`config.mk`:
```
export PLATFORM = sky130hd
export DESIGN_NAME = entity_decode_number_check_unit_flat
export DESIGN_NICKNAME = d
export VERILOG_FILES = /design/src/hdl/edn_pkg.sv /design/src/hdl/edn_if.sv /design/src/hdl/edn_cell.sv /design/src/hdl/entity_decode_number_check_unit.sv /design/src/flat_wrapper.sv
export SDC_FILE = /design/constraint.sdc
export NUM_CORES = 1
export LEC_CHECK = 0
export BUFFER_PORTS_ARGS = -buffer_cell sky130_fd_sc_hd__buf_2
export CORE_ASPECT_RATIO = 1.1
export CORE_UTILIZATION = 40
export DETAILED_ROUTE_END_ITERATION = 8
export GPL_TIMING_DRIVEN = 0
export PLACE_DENSITY = 0.62
export SETUP_SLACK_MARGIN = 0.2
export SYNTH_ARGS = -nofsm -noshare
export SYNTH_HDL_FRONTEND = slang
export SYNTH_SLANG_ARGS = --single-unit
```
`constraint.sdc`:
```
create_clock -name clk -period 4.9 [get_ports clk]
set_input_delay 0.735 -clock clk [delete_from_list [all_inputs] [get_ports clk]]
set_output_delay 0.735 -clock clk [all_outputs]
set_load 0.01 [all_outputs]
```
`src/hdl/edn_pkg.sv`:
```
package edn_pkg;

    localparam int WINDOW_DEPTH = 8;
    localparam int WC_W         = $clog2(WINDOW_DEPTH);
    localparam int LEN_W        = WC_W + 1;
    localparam int NUM_ENT      = 7;
    localparam int MAX_ENT_LEN  = 8;

    typedef logic [7:0] char_t;

    localparam char_t CHAR_AMP   = 8'h26;
    localparam char_t CHAR_MINUS = 8'h2d;
    localparam char_t CHAR_POINT = 8'h2e;
    localparam char_t CHAR_ZERO  = 8'h30;
    localparam char_t CHAR_NINE  = 8'h39;

    // entity names without the leading ampersand
    localparam char_t ENT_TAIL [NUM_ENT][MAX_ENT_LEN] = '{
        '{8'h61, 8'h6d, 8'h70, 8'h3b, 8'h00, 8'h00, 8'h00, 8'h00},
        '{8'h61, 8'h70, 8'h6f, 8'h73, 8'h3b, 8'h00, 8'h00, 8'h00},
        '{8'h67, 8'h74, 8'h3b, 8'h00, 8'h00, 8'h00, 8'h00, 8'h00},
        '{8'h6c, 8'h74, 8'h3b, 8'h00, 8'h00, 8'h00, 8'h00, 8'h00},
        '{8'h6e, 8'h62, 8'h73, 8'h70, 8'h3b, 8'h00, 8'h00, 8'h00},
        '{8'h6e, 8'h65, 8'h77, 8'h6c, 8'h69, 8'h6e, 8'h65, 8'h3b},
        '{8'h71, 8'h75, 8'h6f, 8'h74, 8'h3b, 8'h00, 8'h00, 8'h00}
    };

    localparam logic [LEN_W-1:0] ENT_LEN [NUM_ENT] = '{
        LEN_W'(4), LEN_W'(5), LEN_W'(3), LEN_W'(3), LEN_W'(5), LEN_W'(8), LEN_W'(5)
    };

    localparam char_t ENT_CHAR [NUM_ENT] = '{
        8'h26, 8'h27, 8'h3e, 8'h3c, 8'h20, 8'h0a, 8'h22
    };

    typedef struct packed {
        logic load;
        logic shift;
    } cell_ctl_t;

    typedef struct packed {
        char_t out_byte;
        logic  final_result;
        logic  looks_numeric;
        logic  entity_replaced;
    } out_word_t;

endpackage

```
`src/hdl/edn_if.sv`:
```
interface edn_in_if;
    logic       valid;
    logic       ready;
    logic [7:0] in_byte;
    logic       end_of_string;

    modport source (output valid, output in_byte, output end_of_string, input ready);
    modport sink   (input valid, input in_byte, input end_of_string, output ready);
endinterface

interface edn_out_if;
    logic       valid;
    logic       ready;
    logic [7:0] out_byte;
    logic       final_result;
    logic       looks_numeric;
    logic       entity_replaced;

    modport source (output valid, output out_byte, output final_result,
                    output looks_numeric, output entity_replaced, input ready);
    modport sink   (input valid, input out_byte, input final_result,
                    input looks_numeric, input entity_replaced, output ready);
endinterface

```
`src/hdl/edn_cell.sv`:
```
module edn_cell
    import edn_pkg::*;
(
    input  logic      clk,
    input  cell_ctl_t ctl,
    input  char_t     new_byte,
    input  char_t     next_byte,
    output char_t     held_byte
);

    char_t data_reg;

    always_ff @(posedge clk)
    begin
        if (ctl.shift)
        begin
            data_reg <= next_byte;
        end
        else if (ctl.load)
        begin
            data_reg <= new_byte;
        end
    end

    assign held_byte = data_reg;

endmodule

```
`src/hdl/entity_decode_number_check_unit.sv`:
```
// Entity decoder with decimal-number check. A string enters one byte per word and
// ends with a word whose end_of_string is set. Seven named entities (amp, apos, gt,
// lt, nbsp, newline, quot) come out as their single character; an ampersand whose
// following bytes stop forming an entity name comes out unchanged, followed by the
// held bytes and the breaking byte; a breaking ampersand opens a new entity instead.
// The last word of each string carries final_result with looks_numeric and
// entity_replaced. A byte that breaks a partial entity, or an end_of_string with
// an entity still open, starts a replay of the ampersand and the n held bytes (n
// from 0 to 7): the held bytes are replayed one per cycle while the output register
// is free, by shifting them out of the row of window cells. A new word is taken only
// while no replay runs and the output register is empty or is read in that cycle.
module entity_decode_number_check_unit
    import edn_pkg::*;
(
    input  logic      clk,
    input  logic      rst_n,
    edn_in_if.sink    in_chan,
    edn_out_if.source out_chan
);

    localparam logic ST_IDLE  = 1'b0;
    localparam logic ST_FLUSH = 1'b1;

    logic               state_reg,    state_next;
    logic               out_valid_reg, out_valid_next;
    out_word_t          out_word_reg, out_word_next;
    logic               in_entity_reg, in_entity_next;
    logic [NUM_ENT-1:0] mask_reg,     mask_next;
    logic [WC_W-1:0]    wc_reg,       wc_next;
    logic               numeric_reg,  numeric_next;
    logic               point_reg,    point_next;
    logic               replaced_reg, replaced_next;
    logic               first_reg,    first_next;
    logic [WC_W-1:0]    rem_reg,      rem_next;
    logic               pend_valid_reg, pend_valid_next;
    out_word_t          pend_word_reg, pend_word_next;

    logic               slot_free;
    logic               accept;
    char_t              b;
    logic [NUM_ENT-1:0] match_vec;
    logic [NUM_ENT-1:0] hit_vec;
    logic               alive;
    char_t              hit_char;
    logic [LEN_W-1:0]   wc_ext;
    logic [LEN_W-1:0]   wc_inc;
    logic               do_append;
    logic               do_shift;
    cell_ctl_t          cell_ctl [WINDOW_DEPTH];
    char_t              held     [WINDOW_DEPTH];

    assign slot_free     = !out_valid_reg || out_chan.ready;
    assign in_chan.ready = (state_reg == ST_IDLE) && slot_free;
    assign accept        = in_chan.valid && in_chan.ready;
    assign b             = in_chan.in_byte;
    assign wc_ext        = {1'b0, wc_reg};
    assign wc_inc        = wc_ext + LEN_W'(1);

    // per-entity prefix tracking
    always_comb
    begin
        hit_char = '0;
        for (int e = 0; e < NUM_ENT; e++)
        begin
            match_vec[e] = mask_reg[e] && (ENT_TAIL[e][wc_reg] == b) && (wc_ext < ENT_LEN[e]);
            hit_vec[e]   = match_vec[e] && (wc_inc == ENT_LEN[e]);
            if (hit_vec[e])
            begin
                hit_char = hit_char | ENT_CHAR[e];
            end
        end
        alive = |(match_vec & ~hit_vec);
    end

    always_comb
    begin
        state_next      = state_reg;
        in_entity_next  = in_entity_reg;
        mask_next       = mask_reg;
        wc_next         = wc_reg;
        numeric_next    = numeric_reg;
        point_next      = point_reg;
        replaced_next   = replaced_reg;
        first_next      = first_reg;
        rem_next        = rem_reg;
        pend_valid_next = pend_valid_reg;
        pend_word_next  = pend_word_reg;
        out_word_next   = out_word_reg;
        out_valid_next  = out_valid_reg && !out_chan.ready;
        do_append       = 1'b0;
        do_shift        = 1'b0;

        case (state_reg)
            ST_IDLE:
            begin
                if (accept)
                begin
                    if (in_chan.end_of_string)
                    begin
                        pend_word_next = '{out_byte: '0, final_result: 1'b1,
                                           looks_numeric: numeric_reg,
                                           entity_replaced: replaced_reg};
                        in_entity_next = 1'b0;
                        wc_next        = '0;
                        numeric_next   = 1'b1;
                        point_next     = 1'b0;
                        replaced_next  = 1'b0;
                        first_next     = 1'b1;
                        out_valid_next = 1'b1;
                        if (in_entity_reg)
                        begin
                            out_word_next   = '{out_byte: CHAR_AMP, default: 1'b0};
                            pend_valid_next = 1'b1;
                            rem_next        = wc_reg;
                            state_next      = ST_FLUSH;
                        end
                        else
                        begin
                            out_word_next = pend_word_next;
                        end
                    end
                    else
                    begin
                        first_next = 1'b0;
                        if (!(first_reg && b == CHAR_MINUS))
                        begin
                            if (b == CHAR_POINT)
                            begin
                                if (point_reg)
                                begin
                                    numeric_next = 1'b0;
                                end
                                point_next = 1'b1;
                            end
                            else if (b < CHAR_ZERO || b > CHAR_NINE)
                            begin
                                numeric_next = 1'b0;
                            end
                        end

                        if (!in_entity_reg)
                        begin
                            if (b == CHAR_AMP)
                            begin
                                in_entity_next = 1'b1;
                                mask_next      = '1;
                                wc_next        = '0;
                            end
                            else
                            begin
                                out_valid_next = 1'b1;
                                out_word_next  = '{out_byte: b, default: 1'b0};
                            end
                        end
                        else if (|hit_vec)
                        begin
                            out_valid_next = 1'b1;
                            out_word_next  = '{out_byte: hit_char, default: 1'b0};
                            replaced_next  = 1'b1;
                            in_entity_next = 1'b0;
                            wc_next        = '0;
                        end
                        else if (alive)
                        begin
                            do_append = 1'b1;
                            wc_next   = wc_reg + WC_W'(1);
                            mask_next = match_vec;
                        end
                        else
                        begin
                            // broken entity: replay ampersand and held bytes
                            out_valid_next = 1'b1;
                            out_word_next  = '{out_byte: CHAR_AMP, default: 1'b0};
                            rem_next       = wc_reg;
                            state_next     = ST_FLUSH;
                            wc_next        = '0;
                            if (b == CHAR_AMP)
                            begin
                                in_entity_next  = 1'b1;
                                mask_next       = '1;
                                pend_valid_next = 1'b0;
                            end
                            else
                            begin
                                in_entity_next  = 1'b0;
                                pend_valid_next = 1'b1;
                                pend_word_next  = '{out_byte: b, default: 1'b0};
                            end
                        end
                    end
                end
            end
            ST_FLUSH:
            begin
                if (slot_free)
                begin
                    if (rem_reg != '0)
                    begin
                        out_valid_next = 1'b1;
                        out_word_next  = '{out_byte: held[0], default: 1'b0};
                        do_shift       = 1'b1;
                        rem_next       = rem_reg - WC_W'(1);
                    end
                    else
                    begin
                        if (pend_valid_reg)
                        begin
                            out_valid_next = 1'b1;
                            out_word_next  = pend_word_reg;
                        end
                        pend_valid_next = 1'b0;
                        state_next      = ST_IDLE;
                    end
                end
            end
            default:
            begin
                state_next = ST_IDLE;
            end
        endcase
    end

    always_ff @(posedge clk or negedge rst_n)
    begin
        if (!rst_n)
        begin
            state_reg      <= ST_IDLE;
            out_valid_reg  <= 1'b0;
            in_entity_reg  <= 1'b0;
            mask_reg       <= '0;
            wc_reg         <= '0;
            numeric_reg    <= 1'b1;
            point_reg      <= 1'b0;
            replaced_reg   <= 1'b0;
            first_reg      <= 1'b1;
            rem_reg        <= '0;
            pend_valid_reg <= 1'b0;
        end
        else
        begin
            state_reg      <= state_next;
            out_valid_reg  <= out_valid_next;
            in_entity_reg  <= in_entity_next;
            mask_reg       <= mask_next;
            wc_reg         <= wc_next;
            numeric_reg    <= numeric_next;
            point_reg      <= point_next;
            replaced_reg   <= replaced_next;
            first_reg      <= first_next;
            rem_reg        <= rem_next;
            pend_valid_reg <= pend_valid_next;
        end
    end

    always_ff @(posedge clk)
    begin
        out_word_reg  <= out_word_next;
        pend_word_reg <= pend_word_next;
    end

    // lookahead window as a row of shifting cells
    for (genvar i = 0; i < WINDOW_DEPTH; i++)
    begin : g_cell
        assign cell_ctl[i] = '{load: do_append && (wc_reg == WC_W'(i)), shift: do_shift};

        if (i == WINDOW_DEPTH - 1)
        begin : g_last
            edn_cell u_cell (
                .clk       (clk),
                .ctl       (cell_ctl[i]),
                .new_byte  (b),
                .next_byte (8'h00),
                .held_byte (held[i])
            );
        end
        else
        begin : g_mid
            edn_cell u_cell (
                .clk       (clk),
                .ctl       (cell_ctl[i]),
                .new_byte  (b),
                .next_byte (held[i+1]),
                .held_byte (held[i])
            );
        end
    end

    assign out_chan.valid           = out_valid_reg;
    assign out_chan.out_byte        = out_word_reg.out_byte;
    assign out_chan.final_result    = out_word_reg.final_result;
    assign out_chan.looks_numeric   = out_word_reg.looks_numeric;
    assign out_chan.entity_replaced = out_word_reg.entity_replaced;

`ifndef ASSERT_OFF
    a_entity_mask: assert property (@(posedge clk) disable iff (!rst_n)
        in_entity_reg |-> mask_reg != '0)
        else $error("open entity with no candidate left");

    a_window_idle: assert property (@(posedge clk) disable iff (!rst_n)
        !in_entity_reg |-> wc_reg == '0)
        else $error("window count nonzero outside entity");

    a_rem_flush: assert property (@(posedge clk) disable iff (!rst_n)
        rem_reg != '0 |-> state_reg == ST_FLUSH)
        else $error("replay count left outside flush");

    a_single_hit: assert property (@(posedge clk) disable iff (!rst_n)
        accept && in_entity_reg |-> $onehot0(hit_vec))
        else $error("more than one entity matched");

    a_final_zero: assert property (@(posedge clk) disable iff (!rst_n)
        out_valid_reg && out_word_reg.final_result |-> out_word_reg.out_byte == '0)
        else $error("final word carries a byte");
`endif

endmodule

```
`src/flat_wrapper.sv`:
```
// flat-port wrapper written by rule: the top's interface ports become plain ports
module entity_decode_number_check_unit_flat import edn_pkg::*;
  (clk, rst_n, in_chan_valid, in_chan_in_byte, in_chan_end_of_string, in_chan_ready, out_chan_valid, out_chan_out_byte, out_chan_final_result, out_chan_looks_numeric, out_chan_entity_replaced, out_chan_ready);
  edn_in_if in_chan_i ();
  edn_out_if out_chan_i ();
  input  logic clk;
  input  logic rst_n;
  input wire logic [$bits(in_chan_i.valid)-1:0] in_chan_valid;
  input wire logic [$bits(in_chan_i.in_byte)-1:0] in_chan_in_byte;
  input wire logic [$bits(in_chan_i.end_of_string)-1:0] in_chan_end_of_string;
  output wire logic [$bits(in_chan_i.ready)-1:0] in_chan_ready;
  output wire logic [$bits(out_chan_i.valid)-1:0] out_chan_valid;
  output wire logic [$bits(out_chan_i.out_byte)-1:0] out_chan_out_byte;
  output wire logic [$bits(out_chan_i.final_result)-1:0] out_chan_final_result;
  output wire logic [$bits(out_chan_i.looks_numeric)-1:0] out_chan_looks_numeric;
  output wire logic [$bits(out_chan_i.entity_replaced)-1:0] out_chan_entity_replaced;
  input wire logic [$bits(out_chan_i.ready)-1:0] out_chan_ready;
  assign in_chan_i.valid = in_chan_valid;
  assign in_chan_i.in_byte = in_chan_in_byte;
  assign in_chan_i.end_of_string = in_chan_end_of_string;
  assign in_chan_ready = in_chan_i.ready;
  assign out_chan_valid = out_chan_i.valid;
  assign out_chan_out_byte = out_chan_i.out_byte;
  assign out_chan_final_result = out_chan_i.final_result;
  assign out_chan_looks_numeric = out_chan_i.looks_numeric;
  assign out_chan_entity_replaced = out_chan_i.entity_replaced;
  assign out_chan_i.ready = out_chan_ready;
  entity_decode_number_check_unit u_core (.clk(clk), .rst_n(rst_n), .in_chan(in_chan_i), .out_chan(out_chan_i));
endmodule
```
==> results.sh <==
export IMPL_holdCritPathClass="input port to async pin"
export IMPL_rsz0062_at_grt="false"
export IMPL_synth_cell_types=73
export IMPL_status="finished clean"
export IMPL_cp_slowest_cell="nor4b_2"
export IMPL_path_cells="buf_2, inv_1, ha_1, clkbuf_1, a21boi_0, o32ai_1, nand2_1, nor4b_2, or3_4, a21oi_4, a311o_1, a21oi_2"
export IMPL_largest_reg_flops=56
export IMPL_mostFrequentLayoutCell="nand2_1"
export IMPL_die_area_mm2=0.0154
export IMPL_critPathKind="flop to flop"
export IMPL_switchingPower_w=0.000563
export IMPL_synthFlopType="edfxtp_1"
export IMPL_crit_path_start_kind="flop"
export IMPL_worst_r2r_setup_slack_ps=490
export IMPL_setup_violations_final=0
export IMPL_ctsHoldBuffers=0
export IMPL_yosys_warnings=0
export IMPL_postSynthAreaPerCell_um2=10.0
export IMPL_syn_nets=621
export IMPL_power_density_mw_per_mm2=318
export IMPL_combPwrFrac_pct=14.9
export IMPL_finalMaxSlewViolations=0
export IMPL_dieWidth_um=118
export IMPL_max_freq_ghz=0.227
export IMPL_clkPwrFrac_pct=36.0
export IMPL_coreArea_mm2=0.0145
export IMPL_worstSetupStartpoint="u_core.wc_reg[0]"
export IMPL_rows=46
export IMPL_async_reset_ff_share_pct=19.6
export IMPL_io_pins=26
export IMPL_place_hpwl_um=10800
export IMPL_dr_pass1_iters=5
export IMPL_clkSinkCount=107
export IMPL_die_h_um=130
export IMPL_period_needed_ps=4410
export IMPL_seq_area_frac_synth_pct=50.9
export IMPL_insertion_delay_ps=350
export IMPL_first_global_vias=4498
export IMPL_slew_headroom_pct=39.8
export IMPL_gp_congestion=0.943
export IMPL_grt_ovfl_total=0
export IMPL_ir_worst_vdd_uv=144
export IMPL_cts_max_level=3
export IMPL_p_total_w=0.00212
export IMPL_worstPathRequired_ps=4880
export IMPL_drive_gt1_share_pct=14.2
export IMPL_crit_path_end_kind="flop"
export IMPL_hold_viol_final=0
export IMPL_antenna_found_initial=0
export IMPL_tritoncts="yes"
export IMPL_pwr_share_seq_pct=49.1
export IMPL_remaining_drc_errors=0
export IMPL_cts_reportedPaths_clkPinSlew_ps=70
export IMPL_finalSetupTns_ps=0
export IMPL_reg2reg_to="u_core.out_chan.out_byte[6]"
export IMPL_leakage_nw=2.61
export IMPL_crit_end="u_core.out_chan.out_byte[6]"
export IMPL_root_buffer="clkbuf_16"
export IMPL_internal_power_w=0.00156
export IMPL_vias=4681
export IMPL_r2r_cells=12
export IMPL_grt_max_degree=22
export IMPL_grt_pass1_wl_um=23700
export IMPL_cts_buffers=9
export IMPL_ys_seq_elements=107
export IMPL_diodes=0
export IMPL_r2r_start="u_core.wc_reg[0]"
export IMPL_nNetsFinal=653
export IMPL_final_area_mm2=0.00667
export IMPL_io_buffers=21
export IMPL_arrival_ps=4390
export IMPL_drt_iter0_drc=348
export IMPL_syn_inst=596
export IMPL_swShare_pct=26.5
export IMPL_syn_cell_area_mm2=0.00596
export IMPL_drt_vias_per_instance=5.67
export IMPL_finClkSkew_ps=7.08
export IMPL_tightest_slew_ps=900
export IMPL_cp_slowest_stage_delay_ps=620
export IMPL_initial_core_util_pct=41.1
export IMPL_path_max_fanout=11
export IMPL_wl_um=15000
export IMPL_grt_use_total_pct=20.0
export IMPL_antenna_left=0
export IMPL_drv_cap=0
export IMPL_layout_common_cells="nand2_1 (161), edfxtp_1 (78), buf_2 (33)"
export IMPL_avgRoutedWirePerCell_um=18.2
export IMPL_placed_area_mm2=0.00630
export IMPL_postCtsSetupBuffers=0
export IMPL_clock_path_buffers=2
export IMPL_area_delta_synth_final_pct=11.9
export IMPL_synth_edf_count=78
export IMPL_finalCritPeriodShare_pct=89.9
critical path, delay by kind of cell, from the launching register on:
| family | cells | cell delay, ps |
|---|---|---|
| flops | 1 | 450 |
| compound gates | 5 | 1520 |
| buf+inv | 3 | 860 |
| fa+ha+maj | 1 | 180 |
| simple gates | 3 | 1010 |
cell type report:
| cell class | count | area [um2] |
|---|---|---|
| plain buffers | 36 | 176 |
| repair buffers | 21 | 105 |
| fillers | 1354 | 7830 |
| inverters | 12 | 45.0 |
| flip-flops and latches | 107 | 3030 |
| well taps | 192 | 240 |
| multi-input cells | 441 | 2760 |
| clock inverters | 5 | 60.1 |
| clock buffers | 11 | 254 |
metal layers:
layer | vias to the layer above | GRT usage, % | share of wire (%)
met2 | 178 | 33.8 | 48
li1 | 2166 | - | -
met1 | 2305 | 25.7 | 44
met5 | - | 0 | 0
met3 | 32 | 3.10 | 5.5
met4 | 0 | 8.64 | 2.6
worst min path at each step:
stage | to | slack (ps) | depth (start not counted)
2_1_floorplan | u_core.in_entity_reg | 440 | 0
3_3_place_gp | u_core.g_cell[7].g_last.u_cell.held_byte[5] | 450 | 2
3_5_place_dp | u_core.first_reg | 450 | 2
4_1_cts | u_core.mask_reg[4] | 390 | 1
5_1_grt | u_core.mask_reg[4] | 400 | 1
6_report | u_core.mask_reg[5] | 390 | 1
cell families after synthesis:
group / count (synthesis) / synth area share, %
adders and majority gates: 12 / 2.52
buffers and inverters: 48 / 3.72
xor gates and xnor gates: 24 / 3.53
AOI/OAI and AO/OA: 95 / 11.5
and+or+nand+nor: 282 / 22.7
muxes: 28 / 5.25
DFF: 107 / 50.9
power groups by stage:
| stage | Combinational (W) | Clock, W | Sequential, W |
|---|---|---|---|
| 6_report | 0.000315 | 0.000764 | 0.00104 |
| 3_5_place_dp | 0.000307 | 0 | 0.00106 |
| 5_1_grt | 0.000350 | 0.000808 | 0.00105 |
| 4_1_cts | 0.000309 | 0.000774 | 0.00104 |
| 3_3_place_gp | 0.000297 | 0 | 0.00106 |
| 2_1_floorplan | 0.000212 | 0 | 0.00106 |
timing repair:
action,4_1_cts,5_1_grt
resized for setup,5,6
endpoints found under the setup margin,40,51
gates cloned,0,0
cell usage after synthesis (all sizes together), types with 11 or more instances:
cell type	number	area share, %
a21oi	18	1.7
buf	19	1.9
clkbuf	17	1.1
dfrtp	19	8.0
edfxtp	78	39
ha	12	2.5
inv	12	0.76
mux2i	21	3.8
nand2	161	10
nand3	23	1.9
nor2	30	1.9
nor2b	13	1.4
o21ai	22	1.8
xnor2	11	1.6
xor2	13	1.9
per-stage QoR:
step | setup slack (ps) | std cells | util [%] | hold slack [ps]
5_1_grt | 212 | 825 | 46.0 | 399
3_5_place_dp | 66.6 | 809 | 43.5 | 450
6_report | 494 | 825 | 46.0 | 385
3_3_place_gp | 225 | 809 | 43.5 | 446
4_1_cts | 258 | 825 | 45.7 | 390
2_1_floorplan | 1170 | 596 | - | 436
Note: power is estimated with default switching activity, not from simulation.
